--- config.mk ---
export PLATFORM = sky130hd
export DESIGN_NAME = http_request_line_query_splitter_core
export DESIGN_NICKNAME = d
export VERILOG_FILES = /design/src/rtl/core/hrqs_pkg.sv /design/src/rtl/core/hrqs_parser.sv /design/src/rtl/core/hrqs_out_fifo.sv /design/src/rtl/core/http_request_line_query_splitter_core.sv
export SDC_FILE = /design/constraint.sdc
export NUM_CORES = 1
export LEC_CHECK = 0
export ABC_AREA = 1
export BUFFER_PORTS_ARGS = -buffer_cell sky130_fd_sc_hd__buf_2
export CELL_PAD_IN_SITES_DETAIL_PLACEMENT = 1
export CELL_PAD_IN_SITES_GLOBAL_PLACEMENT = 2
export CORE_ASPECT_RATIO = 0.9
export CORE_UTILIZATION = 35
export CTS_CLUSTER_SIZE = 30
export DETAILED_ROUTE_END_ITERATION = 10
export HOLD_SLACK_MARGIN = 0.05
export PLACE_DENSITY = 0.77
export SLEW_MARGIN = 40
export SYNTH_ARGS = -nofsm -noshare
export SYNTH_HDL_FRONTEND = slang
export SYNTH_SLANG_ARGS = --single-unit
--- constraint.sdc ---
create_clock -name clk_i -period 11.2 [get_ports clk_i]
set_input_delay 0 -clock clk_i [delete_from_list [all_inputs] [get_ports clk_i]]
set_output_delay 0 -clock clk_i [all_outputs]
set_load 0.03 [all_outputs]
--- src/rtl/core/hrqs_pkg.sv ---
// Shared types and constants for the HTTP request line / query splitter.
// Holds the input and result word structs, span kind codes and delimiter bytes.
// No dependencies.
package hrqs_pkg;

  // Span kind codes carried in each result word
  localparam logic [1:0] KIND_METHOD = 2'd0;
  localparam logic [1:0] KIND_TARGET = 2'd1;
  localparam logic [1:0] KIND_PAIR   = 2'd2;

  // Delimiter characters
  localparam logic [7:0] CH_SPACE = 8'h20;
  localparam logic [7:0] CH_QUEST = 8'h3F;
  localparam logic [7:0] CH_EQUAL = 8'h3D;
  localparam logic [7:0] CH_AMP   = 8'h26;

  // One input word: a byte of the request buffer
  typedef struct packed {
    logic [7:0] data_byte;
    logic       end_of_buffer;
  } in_word_t;

  // One result word: a span or a key/value pair
  typedef struct packed {
    logic [1:0] span_kind;
    logic [7:0] first_offset;
    logic [7:0] first_length;
    logic [7:0] value_offset;
    logic [7:0] value_length;
    logic       has_value;
    logic       last_of_run;
  } out_word_t;

  // Write strobes from the parser into the result queue
  typedef struct packed {
    logic push0;
    logic push1;
  } push_t;

endpackage

--- src/rtl/core/hrqs_parser.sv ---
// Request line parser: per-byte state update and result word generation.
// Produces up to two result words per accepted byte.
// Depends on hrqs_pkg.
module hrqs_parser #(
  parameter int BUFFER_BYTES = 256
) (
  input  logic             clk_i,
  input  logic             rst_ni,
  input  logic             accept_i,
  input  hrqs_pkg::in_word_t  word_i,
  output hrqs_pkg::out_word_t res0_o,
  output hrqs_pkg::out_word_t res1_o,
  output hrqs_pkg::push_t     push_o
);

  localparam int PW = $clog2(BUFFER_BYTES + 1);

  typedef enum logic [1:0] {
    PH_METHOD,
    PH_TARGET,
    PH_DONE
  } phase_e;

  typedef enum logic [1:0] {
    PP_NONE,
    PP_KEY,
    PP_VALUE
  } pair_phase_e;

  phase_e      phase_q, phase_d;
  pair_phase_e pair_q, pair_d;
  logic [PW-1:0] pos_q, pos_d;
  logic [7:0]  tstart_q, tstart_d;
  logic [7:0]  kstart_q, kstart_d;
  logic [7:0]  vstart_q, vstart_d;

  logic       active;
  logic       in_query;
  logic [7:0] pos8;
  logic [7:0] nxt8;
  logic [7:0] c;

  hrqs_pkg::out_word_t res0, res1;
  hrqs_pkg::push_t     push;

  // Build the pair word closing at the current position
  function automatic hrqs_pkg::out_word_t make_pair(logic [7:0] kst, logic [7:0] vst,
                                                    logic [7:0] p, logic in_value);
    hrqs_pkg::out_word_t w;
    w = '0;
    w.span_kind    = hrqs_pkg::KIND_PAIR;
    w.first_offset = kst;
    if (in_value) begin
      w.first_length = vst - 8'd1 - kst;
      w.value_offset = vst;
      w.value_length = p - vst;
      w.has_value    = 1'b1;
    end else begin
      w.first_length = p - kst;
    end
    return w;
  endfunction

  assign c        = word_i.data_byte;
  assign active   = pos_q < PW'(BUFFER_BYTES);
  assign pos8     = 8'(pos_q);
  assign nxt8     = pos8 + 8'd1;
  assign in_query = (pair_q == PP_KEY) || (pair_q == PP_VALUE);

  // Next state and result words
  always_comb begin
    phase_d  = phase_q;
    pair_d   = pair_q;
    pos_d    = pos_q;
    tstart_d = tstart_q;
    kstart_d = kstart_q;
    vstart_d = vstart_q;
    res0     = '0;
    res1     = '0;
    push     = '0;

    if (accept_i && active) begin
      case (phase_q)
        PH_METHOD: begin
          if (c == hrqs_pkg::CH_SPACE) begin
            res0.span_kind    = hrqs_pkg::KIND_METHOD;
            res0.first_length = pos8;
            push.push0        = 1'b1;
            tstart_d          = nxt8;
            phase_d           = PH_TARGET;
          end
        end
        PH_TARGET: begin
          if (c == hrqs_pkg::CH_SPACE) begin
            res0.span_kind    = hrqs_pkg::KIND_TARGET;
            res0.first_offset = tstart_q;
            res0.first_length = pos8 - tstart_q;
            push.push0        = 1'b1;
            if (in_query) begin
              res1       = make_pair(kstart_q, vstart_q, pos8, pair_q == PP_VALUE);
              push.push1 = 1'b1;
            end
            phase_d = PH_DONE;
            pair_d  = PP_NONE;
          end else if (!in_query) begin
            if (c == hrqs_pkg::CH_QUEST) begin
              kstart_d = nxt8;
              pair_d   = PP_KEY;
            end
          end else if (pair_q == PP_KEY) begin
            if (c == hrqs_pkg::CH_EQUAL) begin
              vstart_d = nxt8;
              pair_d   = PP_VALUE;
            end
          end else begin
            if (c == hrqs_pkg::CH_AMP) begin
              res0       = make_pair(kstart_q, vstart_q, pos8, 1'b1);
              push.push0 = 1'b1;
              kstart_d   = nxt8;
              pair_d     = PP_KEY;
            end
          end
        end
        default: ;
      endcase
      pos_d = pos_q + PW'(1);
    end

    // Mark the final word of this byte
    if (push.push1) begin
      res1.last_of_run = 1'b1;
    end else if (push.push0) begin
      res0.last_of_run = 1'b1;
    end

    // End of buffer clears per-request state
    if (accept_i && word_i.end_of_buffer) begin
      phase_d  = PH_METHOD;
      pair_d   = PP_NONE;
      pos_d    = '0;
      tstart_d = '0;
      kstart_d = '0;
      vstart_d = '0;
    end
  end

  // State registers
  always_ff @(posedge clk_i or negedge rst_ni) begin
    if (!rst_ni) begin
      phase_q  <= PH_METHOD;
      pair_q   <= PP_NONE;
      pos_q    <= '0;
      tstart_q <= '0;
      kstart_q <= '0;
      vstart_q <= '0;
    end else begin
      phase_q  <= phase_d;
      pair_q   <= pair_d;
      pos_q    <= pos_d;
      tstart_q <= tstart_d;
      kstart_q <= kstart_d;
      vstart_q <= vstart_d;
    end
  end

  assign res0_o = res0;
  assign res1_o = res1;
  assign push_o = push;

`ifndef SYNTHESIS
  a_second_needs_first: assert property (@(posedge clk_i) disable iff (!rst_ni)
    push.push1 |-> (push.push0 && res0.span_kind == hrqs_pkg::KIND_TARGET))
    else $error("second word without target span");
  a_pos_saturates: assert property (@(posedge clk_i) disable iff (!rst_ni)
    pos_q <= PW'(BUFFER_BYTES))
    else $error("position past buffer size");
  a_eob_clears: assert property (@(posedge clk_i) disable iff (!rst_ni)
    (accept_i && word_i.end_of_buffer) |=> (pos_q == '0 && phase_q == PH_METHOD))
    else $error("end of buffer did not clear state");
`endif

endmodule

--- src/rtl/core/hrqs_out_fifo.sv ---
// Four-entry result queue: up to two words written per cycle, one read.
// Signals space for a full two-word write upstream.
// Depends on hrqs_pkg.
module hrqs_out_fifo (
  input  logic                clk_i,
  input  logic                rst_ni,
  input  hrqs_pkg::out_word_t res0_i,
  input  hrqs_pkg::out_word_t res1_i,
  input  hrqs_pkg::push_t     push_i,
  output logic                space_o,
  output logic                out_valid_o,
  input  logic                out_ready_i,
  output hrqs_pkg::out_word_t out_word_o
);

  hrqs_pkg::out_word_t mem_q [4];
  logic [1:0] wr_q, wr_d;
  logic [1:0] rd_q, rd_d;
  logic [2:0] cnt_q, cnt_d;
  logic       pop;
  logic [1:0] wr1;
  logic [1:0] n_push;

  assign pop    = out_ready_i && (cnt_q != 3'd0);
  assign wr1    = wr_q + {1'b0, push_i.push0};
  assign n_push = {1'b0, push_i.push0} + {1'b0, push_i.push1};

  // Pointer and fill count update
  always_comb begin
    wr_d  = wr_q + n_push;
    rd_d  = rd_q + {1'b0, pop};
    cnt_d = cnt_q + {1'b0, n_push} - {2'b0, pop};
  end

  always_ff @(posedge clk_i or negedge rst_ni) begin
    if (!rst_ni) begin
      wr_q  <= '0;
      rd_q  <= '0;
      cnt_q <= '0;
    end else begin
      wr_q  <= wr_d;
      rd_q  <= rd_d;
      cnt_q <= cnt_d;
    end
  end

  // Entry storage
  always_ff @(posedge clk_i) begin
    if (push_i.push0) begin
      mem_q[wr_q] <= res0_i;
    end
    if (push_i.push1) begin
      mem_q[wr1] <= res1_i;
    end
  end

  assign space_o     = cnt_q <= 3'd2;
  assign out_valid_o = cnt_q != 3'd0;
  assign out_word_o  = mem_q[rd_q];

`ifndef SYNTHESIS
  a_no_overflow: assert property (@(posedge clk_i) disable iff (!rst_ni)
    cnt_q <= 3'd4)
    else $error("result queue overflow");
  a_push_has_room: assert property (@(posedge clk_i) disable iff (!rst_ni)
    (push_i.push0 || push_i.push1) |-> (cnt_q <= 3'd2))
    else $error("write into a full result queue");
  a_ptr_gap: assert property (@(posedge clk_i) disable iff (!rst_ni)
    (cnt_q != 3'd4) |-> (2'(wr_q - rd_q) == cnt_q[1:0]))
    else $error("queue pointers disagree with fill count");
`endif

endmodule

--- src/rtl/core/http_request_line_query_splitter_core.sv ---
// Throughput: one byte per cycle while input ready holds; a byte closing a
// target with a query gives two words, drained one per cycle while out_ready_i
// is high, through a four-entry result queue.
// Input ready holds while the queue has room for two words.
// Reset (rst_ni, async, active low) returns the parser to the method phase
// and empties the queue.
module http_request_line_query_splitter_core #(
  parameter int BUFFER_BYTES = 256
) (
  input  logic                clk_i,
  input  logic                rst_ni,
  input  logic                in_valid_i,
  output logic                in_ready_o,
  input  hrqs_pkg::in_word_t  in_word_i,
  output logic                out_valid_o,
  input  logic                out_ready_i,
  output hrqs_pkg::out_word_t out_word_o
);

  logic                accept;
  logic                space;
  hrqs_pkg::out_word_t res0, res1;
  hrqs_pkg::push_t     push;

  assign in_ready_o = space;
  assign accept     = in_valid_i && space;

  // Byte parser
  hrqs_parser #(
    .BUFFER_BYTES (BUFFER_BYTES)
  ) u_parser (
    .clk_i    (clk_i),
    .rst_ni   (rst_ni),
    .accept_i (accept),
    .word_i   (in_word_i),
    .res0_o   (res0),
    .res1_o   (res1),
    .push_o   (push)
  );

  // Result queue
  hrqs_out_fifo u_fifo (
    .clk_i       (clk_i),
    .rst_ni      (rst_ni),
    .res0_i      (res0),
    .res1_i      (res1),
    .push_i      (push),
    .space_o     (space),
    .out_valid_o (out_valid_o),
    .out_ready_i (out_ready_i),
    .out_word_o  (out_word_o)
  );

endmodule

==> results by group, run 1 <==
Cells and area
  – Final core area utilization: 39.5%
  – Filler cell count in the final layout: ~3500
  – ANT cells: 0
  – Final #Nets: between 1000 and 1500
  – Layout cell share with drive strength beyond 1: about an eighth
  – P&R area growth vs syn: 10.9%
  – Final instance area: 11800 um2
  – Finished Layout Cells: around 1600
  – Multi-input logic area: about 4700 um2
  – Reg area: ~5400 um2

Place
  – Hpwl dp: ~24000 um
  – Placed cell count: 1583
  – RePlAce Congestion: about 0.84
  – Post-Place Cell Area: roughly 11000 um2
  – Port Buffer Count: 50
  – Post-place setup slack: between 6 and 7 ns

Yosys
  – Seq cells post-synth: roughly 190
  – Post-synth ARST share: 23.4%
  – Mux share of post-synthesis cell area: 0%
  – Synth Area in XOR/XNOR: under 10%
  – Largest family of logic cells by synthesized area: simple AND/OR/NAND/NOR gates
  – Synth top cells by count: nand2_1 (232), o21ai_0 (151), edfxtp_1 (140), nor2_1 (109), a21oi_1 (92)
  – Mapped Avg Cell Area: just over 9 um2
  – Number of synthesized flops with an enable pin: 140
  – Yosys top cell area share: 39.5%
  – Area contributors post-synth: edfxtp_1 (40%), dfrtp_1 (10%), nand2_1 (8.2%)
  – Complex-gate fraction of the synthesized area: 15.9%
  – Synth unique cells: 47
  – Syn Inst Count: approximately 1200
  – Syn nets: approximately 1200
  – Count leader, synth: nand2_1
  – Main synth FF type: edfxtp_1
  – Synthesized-area fraction occupied by and/or/nand/nor cells: ~20%
  – Mapped Area: roughly 11000 um2
  – Post-synthesis adder-cell area fraction: approximately 5.6%
  – Area leader, netlist: edfxtp_1
  – Post-synthesis sequential area ratio: approximately half
  – YS warnings: 0

Detailed routing
  – Routed WL per cell: 21.0 um
  – Post-route ant nets: 0
  – Number of DRC markers in iteration 0: between 500 and 600
  – Drt drc: 0
  – DR pass1 iterations: 5
  – DR vias: 8556
  – Vias per cell: between 5 and 6
  – Total wire length: ~34000 um

Floorplanning
  – Ports: 51
  – Die height: 167 um
  – Starting Density: between 30% and 40%
  – Die area: about 31000 um2
  – Std-Cell Rows: 60
  – Core area: about 30000 um2
  – Die width: approximately 190 um

STA
  – Clk_skew: about 0.014 ns
  – Slew @ Worst Pin: a little under 0.8 ns
  – Final Hold Viols: 0
  – RSZ-0062 raised after global routing: false
  – Worst slew margin: between 40% and 50%
  – Worst Setup Slack, final: between 6 and 7 ns
  – Final worst path period share: a little under two fifths
  – Final setup viols: 0
  – Aggregate negative setup slack: 0 ns
  – Post-layout min period: 4.24 ns
  – Min Hold Slack: ~0.085 ns
  – Max Fclk: 236 MHz
  – Slew Limit Fails: 0

Critical path
  – Setup CP Type: reg -> reg
  – Slowest cell on the critical path: nand2_1
  – R2R setup slack: 6.96 ns
  – Startpoint Class: flip-flop
  – Crit path max-delay family: simple AND/OR/NAND/NOR gates
  – Bufs and invs on worst path: 4
  – Crit path max fanout: 23
  – CP max stage delay: roughly 0.65 ns
  – Crit-path cells: inv_1 -> ha_1 -> clkinv_2 -> nand2_1 -> nor2_4 -> nand3_4 -> nand2_4 -> ha_1 -> xnor2_4 -> inv_2 -> nand4_2 -> nand2_1 -> buf_4
  – CP endpoint kind: flip-flop
  – Worst Path Required: 11.33 ns
  – Arrival time worst endpoint: approximately 4.4 ns

Clock network
  – Clock Sink Count: between 150 and 200
  – CTS max path bufs: 2
  – H-tree Lvls: 4
  – CTS buffer count: 17
  – Clock root cell: clkbuf_16
  – CTS tree: done
  – CTS-repair resized insts: 0
  – Clock Latency Late Sink: approximately 0.46 ns
  – Clock Pin Slew Worst Setup and Hold Paths: approximately 0.08 ns
  – CTS hold repair buffers: 2
  – Setup Buffers After CTS: 0

Global routing
  – Largest net degree at the start of global routing: 75
  – GRT Total Usage: ~23%
  – Vias in the first global route: slightly below 9000
  – First-pass GRT wire length: between 50000 and 60000 um
  – Initial antenna violation count: 0
  – GRT overflow: 0

Flow run
  – Max_cap viols: 0

Hold path
  – HP Class: in -> reg

Pwr
  – Max VDD drop: between 0.1 and 0.15 mV
  – LEAKAGE: 4.61 nW
  – Cell Pwr Density: between 200 and 250 nW/um2
  – Total power: roughly 2.7 mW

Outcome
  – Status: complete, no violations
## power breakdown
| group | internal (mW) | total, mW | switching [mW] |
|---|---|---|---|
| combinational | 0.349 | 1.28 | 0.935 |
| clock | 0.294 | 0.597 | 0.303 |
| sequential | 0.776 | 0.822 | 0.0456 |
| total | 1.42 | 2.70 | 1.28 |
## worst paths after layout
kind                                                       start                               end  cells after the start
worst max-delay path              u_parser.pair_q[0]$_DFFE_PN0P_      u_fifo.mem_q[2][4]$_DFFE_PP_                     13
worst min-delay path                                 out_ready_i          u_fifo.rd_q[0]$_DFF_PN0_                      3
worst max register to register    u_parser.pair_q[0]$_DFFE_PN0P_      u_fifo.mem_q[2][4]$_DFFE_PP_                     13
worst min register to register  u_fifo.mem_q[1][34]$_SDFFE_PP0N_  u_fifo.mem_q[1][34]$_SDFFE_PP0N_                      2
max in group asynchronous                                 rst_ni          u_fifo.rd_q[0]$_DFF_PN0_                      3
min in group asynchronous                                 rst_ni  u_parser.vstart_q[5]$_DFFE_PN0P_                      3
## sequential cells by signal, indices dropped and copies added (netlist names), 3 cells and up
name and count:
u_parser.vstart_q 8, u_fifo.cnt_q 3, u_parser.kstart_q 8, u_fifo.mem_q 144, u_parser.tstart_q 8, u_parser.pos_q 9
## cells in the final DEF, fill, tap and decap left out, types with 3 or more instances in the layout
cell type / netlist / final
nand4_2: 3 / 3
dfrtp_1: 44 / 43
edfxtp_1: 140 / 140
clkbuf_16: 0 / 17
nand2_4: 5 / 5
nand4_1: 3 / 3
o21bai_1: 3 / 3
buf_4: 5 / 9
inv_1: 82 / 81
xnor2_1: 10 / 10
nor3_1: 4 / 4
nor2_2: 2 / 3
xor2_1: 10 / 10
nand2_1: 232 / 232
nor2_4: 10 / 10
buf_2: 2 / 50
o22ai_1: 42 / 42
nand3_2: 8 / 8
fa_1: 5 / 5
inv_2: 3 / 5
dfxtp_1: 4 / 4
nand3b_1: 6 / 6
o21ai_0: 151 / 150
inv_8: 0 / 3
a21oi_1: 92 / 92
nand3_4: 5 / 5
nor2_1: 109 / 108
clkinv_4: 0 / 3
ha_1: 40 / 40
nand3_1: 59 / 59
o21ai_1: 25 / 26
## kinds of logic (layout without fill, tap and decap cells)
group | count (synthesis) | after routing
AND/OR/NAND/NOR | 456 | 456
AO/OA/AOI/OAI | 321 | 321
flip-flops | 188 | 188
buffers and inverters | 136 | 183
adder cells (fa/ha/maj) | 45 | 45
XOR/XNOR | 21 | 21
## area by class of cell
class | count | area share, %
clock buffers | 19 | 3.67
clock inverters | 13 | 1.10
inverters | 89 | 2.84
multi-input cells | 843 | 39.5
flip-flops and latches | 188 | 45.6
well taps | 403 | 4.27
repair buffers | 62 | 2.96
## metal layers
metal,vias to the layer above,routed length (um),track usage [%]
met5,-,0,0
met4,0,350,5.13
met3,22,1150,3.50
met2,145,15800,35.9
met1,4267,16700,32.5
li1,4122,-,-
## worst reg2reg max path: cells and delay by family (launching register included)
family | cells | cell delay, ns
DFF | 1 | 0.38
xor gates and xnor gates | 1 | 0.15
and+or+nand+nor | 6 | 1.86
adders and majority gates | 2 | 0.65
buffers and inverters | 4 | 0.88
Note: power is estimated with default switching activity, not from simulation.
==> run 2: changes to the inputs <==
ABC_AREA = 0   (was 1)
PLACE_DENSITY = 0.72   (was 0.77)
clock period = 4.4 ns   (was 11.2 ns; I/O delays follow)
==> run 2 against run 1 <==
Effect of this change: critical endpoint is now u_fifo.mem_q[2][2]$_DFFE_PP_; final cell count down 21%; utilization increased by 1.8 points; die area is 3.8% lower; first-iteration DRC count grew 16%; global-route usage fell by 1.3 points; via count down 15%; flip-flop and latch count unchanged; largest power group unchanged; largest cell class unchanged.
==> results by group, run 2 <==
Outcome
  – Status: complete, no violations

Cells and area
  – Finished Layout Cells: between 1000 and 1500
  – Multi-input logic area: around 4500 um2
  – Reg area: about 5400 um2
  – Max reg flops: approximately 140
  – Layout cell share with drive strength beyond 1: between 10% and 20%
  – ANT cells: 0
  – P&R area growth vs syn: 14.4%
  – Most frequent cells in the layout: edfxtp_1 (140), nor2_1 (114), nand2_1 (73)
  – Top flop regs: u_fifo.mem_q: 144 flops, u_parser.pos_q: 9 flops
  – Largest reg by FF count: u_fifo.mem_q
  – Commonest non-fill, non-tap cell in the layout: edfxtp_1
  – Final #Nets: approximately 970
  – Filler cell count in the final layout: about 3100

Clock network
  – H-tree Lvls: 4
  – Clock Pin Slew Worst Setup and Hold Paths: 0.08 ns
  – Clock root cell: clkbuf_16
  – Clock Latency Late Sink: between 0.4 and 0.5 ns
  – CTS buffer count: 17
  – Clock Sink Count: 188
  – CTS tree: done
  – CTS max path bufs: 2
  – CTS-repair resized insts: 0

Detailed routing
  – Total wire length: around 31000 um
  – Vias per cell: approximately 5.6
  – DR pass1 iterations: 5
  – Drt drc: 0
  – DR vias: around 7200
  – Post-route ant nets: 0
  – Routed WL per cell: 23.8 um
  – Number of DRC markers in iteration 0: 584

Pwr
  – Max VDD drop: just under 0.4 mV
  – LEAKAGE: roughly 4.5 nW
  – Cell Pwr Density: around 570 nW/um2

Hold path
  – HP Class: in -> reg

Floorplanning
  – Die height: approximately 160 um
  – Ports: between 50 and 60
  – Core area: around 28000 um2
  – Std-Cell Rows: 58
  – Die area: approximately 30000 um2
  – Die width: ~180 um
  – Starting Density: between 30% and 40%

STA
  – Slew Limit Fails: 0
  – Worst slew margin: a little under half
  – Clk_skew: roughly 0.011 ns
  – Max Fclk: 257 MHz
  – Post-layout min period: about 4 ns
  – Final worst path period share: between 80% and 90%
  – RSZ-0062 raised after global routing: false
  – Slew @ Worst Pin: between 0.8 and 0.9 ns
  – Final Hold Viols: 0
  – Final setup viols: 0
  – Aggregate negative setup slack: 0 ns

Yosys
  – Post-synth ARST share: about a quarter
  – Number of synthesized flops with an enable pin: between 100 and 150
  – YS warnings: 0
  – Syn nets: 907
  – Mapped Area: 10200 um2
  – Synth unique cells: 70
  – Yosys top cell area share: 41.1%
  – Main synth FF type: edfxtp_1
  – Post-synthesis sequential area ratio: a little over half
  – Mapped Avg Cell Area: 12.0 um2
  – Count leader, synth: edfxtp_1
  – Syn Inst Count: ~850
  – Seq cells post-synth: 188
  – Area contributors post-synth: edfxtp_1 (41%), dfrtp_1 (11%), mux4_2 (7.9%)
  – Synth top cells by count: edfxtp_1 (140), nor2_1 (114), nand2_1 (77), inv_1 (46), dfrtp_1 (44)
  – Area leader, netlist: edfxtp_1

Critical path
  – Setup CP Type: reg -> reg
  – CP most frequent cell: ha_1
  – Startpoint Class: flip-flop
  – Crit-path cells: inv_1 -> ha_1 -> nand2b_1 -> or3b_1 -> a21oi_4 -> ha_1 -> xor2_1 -> nand3_1 -> nand2_2 -> buf_12
  – Slowest cell on the critical path: nand2_2
  – Arrival time worst endpoint: approximately 4.0 ns
  – CP endpoint kind: flip-flop
  – CP max stage delay: about 0.48 ns
  – Worst Path Required: between 4 and 5 ns
  – Crit path max fanout: 21
  – Bufs and invs on worst path: 2
  – Crit path max-delay family: simple AND/OR/NAND/NOR gates

Place
  – Hpwl dp: 22500 um
  – Port Buffer Count: 50
  – RePlAce Congestion: between 0.8 and 0.9
  – Placed cell count: 1250

Global routing
  – GRT Total Usage: 21.4%
  – GRT overflow: 0
  – Vias in the first global route: ~7500
  – Initial antenna violation count: 0
  – First-pass GRT wire length: between 40000 and 50000 um
  – Largest net degree at the start of global routing: 45

Flow run
  – Max_cap viols: 0
## run 2: tightest hold or removal path, delay by kind of cell
kind,cells,cell delay (ns)
AOI/OAI and AO/OA,1,0.09
buffers and inverters,1,0.11
and+or+nand+nor,3,0.32
## run 2: cell type report
cell class | count | share of cell area, %
Sequential cell | 188 | 46.1
Clock buffer | 18 | 3.75
Tap cell | 360 | 3.85
Timing Repair Buffer | 79 | 4.34
Multi-Input combinational cell | 579 | 38.8
Inverter | 46 | 1.48
Clock inverter | 14 | 1.73
## run 2: metal layers
metal / track usage, % / up-vias / wire (um)
li1: - / 3318 / -
met1: 30.8 / 3738 / 14800
met2: 34.5 / 171 / 14200
met3: 2.88 / 17 / 1300
met4: 4.70 / 0 / 279
met5: 0 / - / 0
## run 2: metrics by stage
step,worst slack (ns),total power [mW],hold WS (ns),util (%),area [um2]
final,0.514,6.61,0.102,41.3,11700
after global routing,0.272,6.99,0.157,41.3,11700
after CTS,0.542,6.69,0.0991,41.3,11700
after detailed placement,0.558,5.00,0.0610,39.0,11000
after global placement,0.672,4.97,0.258,38.9,11000
after floorplan,0.703,4.10,-0.296,-,10200
## run 2: what timing repair did
item / CTS / global route
buffers inserted: 0 / 0
hold buffers: 2 / 0
hold endpoints to repair: 45 / 0
## run 2: path summary, 6_finish.rpt
check,startpoint,endpoint,slack [ns],depth (start not counted)
worst min-delay path,in_valid_i,u_parser.pos_q[8]$_DFFE_PN0N_,0.10,5
min in group asynchronous,rst_ni,u_parser.pos_q[4]$_DFFE_PN0N_,0.12,2
max in group asynchronous,rst_ni,u_fifo.rd_q[0]$_DFF_PN0_,3.80,2
worst max register to register,u_parser.pair_q[0]$_DFFE_PN0P_,u_fifo.mem_q[2][2]$_DFFE_PP_,0.51,10
worst max-delay path,u_parser.pair_q[0]$_DFFE_PN0P_,u_fifo.mem_q[2][2]$_DFFE_PP_,0.51,10
worst min register to register,u_fifo.mem_q[2][34]$_SDFFE_PP0N_,u_fifo.mem_q[2][34]$_SDFFE_PP0N_,0.51,2
## run 2: power breakdown
| group | leakage [nW] | switching [mW] | internal [mW] | total, mW |
|---|---|---|---|---|
| clock | 0.303 | 0.750 | 0.933 | 1.68 |
| combinational | 2.07 | 1.66 | 1.02 | 2.68 |
| sequential | 2.13 | 0.279 | 1.97 | 2.25 |
## run 2: logic make-up after synthesis
family                   Yosys count  synth area share [%]
AO/OA/AOI/OAI                    170                  12.6
XOR/XNOR                          43                  3.68
adder cells (fa/ha/maj)           45                  5.87
buffers and inverters             82                  3.20
flip-flops                       188                  52.6
multiplexers                      58                  10.3
AND/OR/NAND/NOR                  263                  11.8
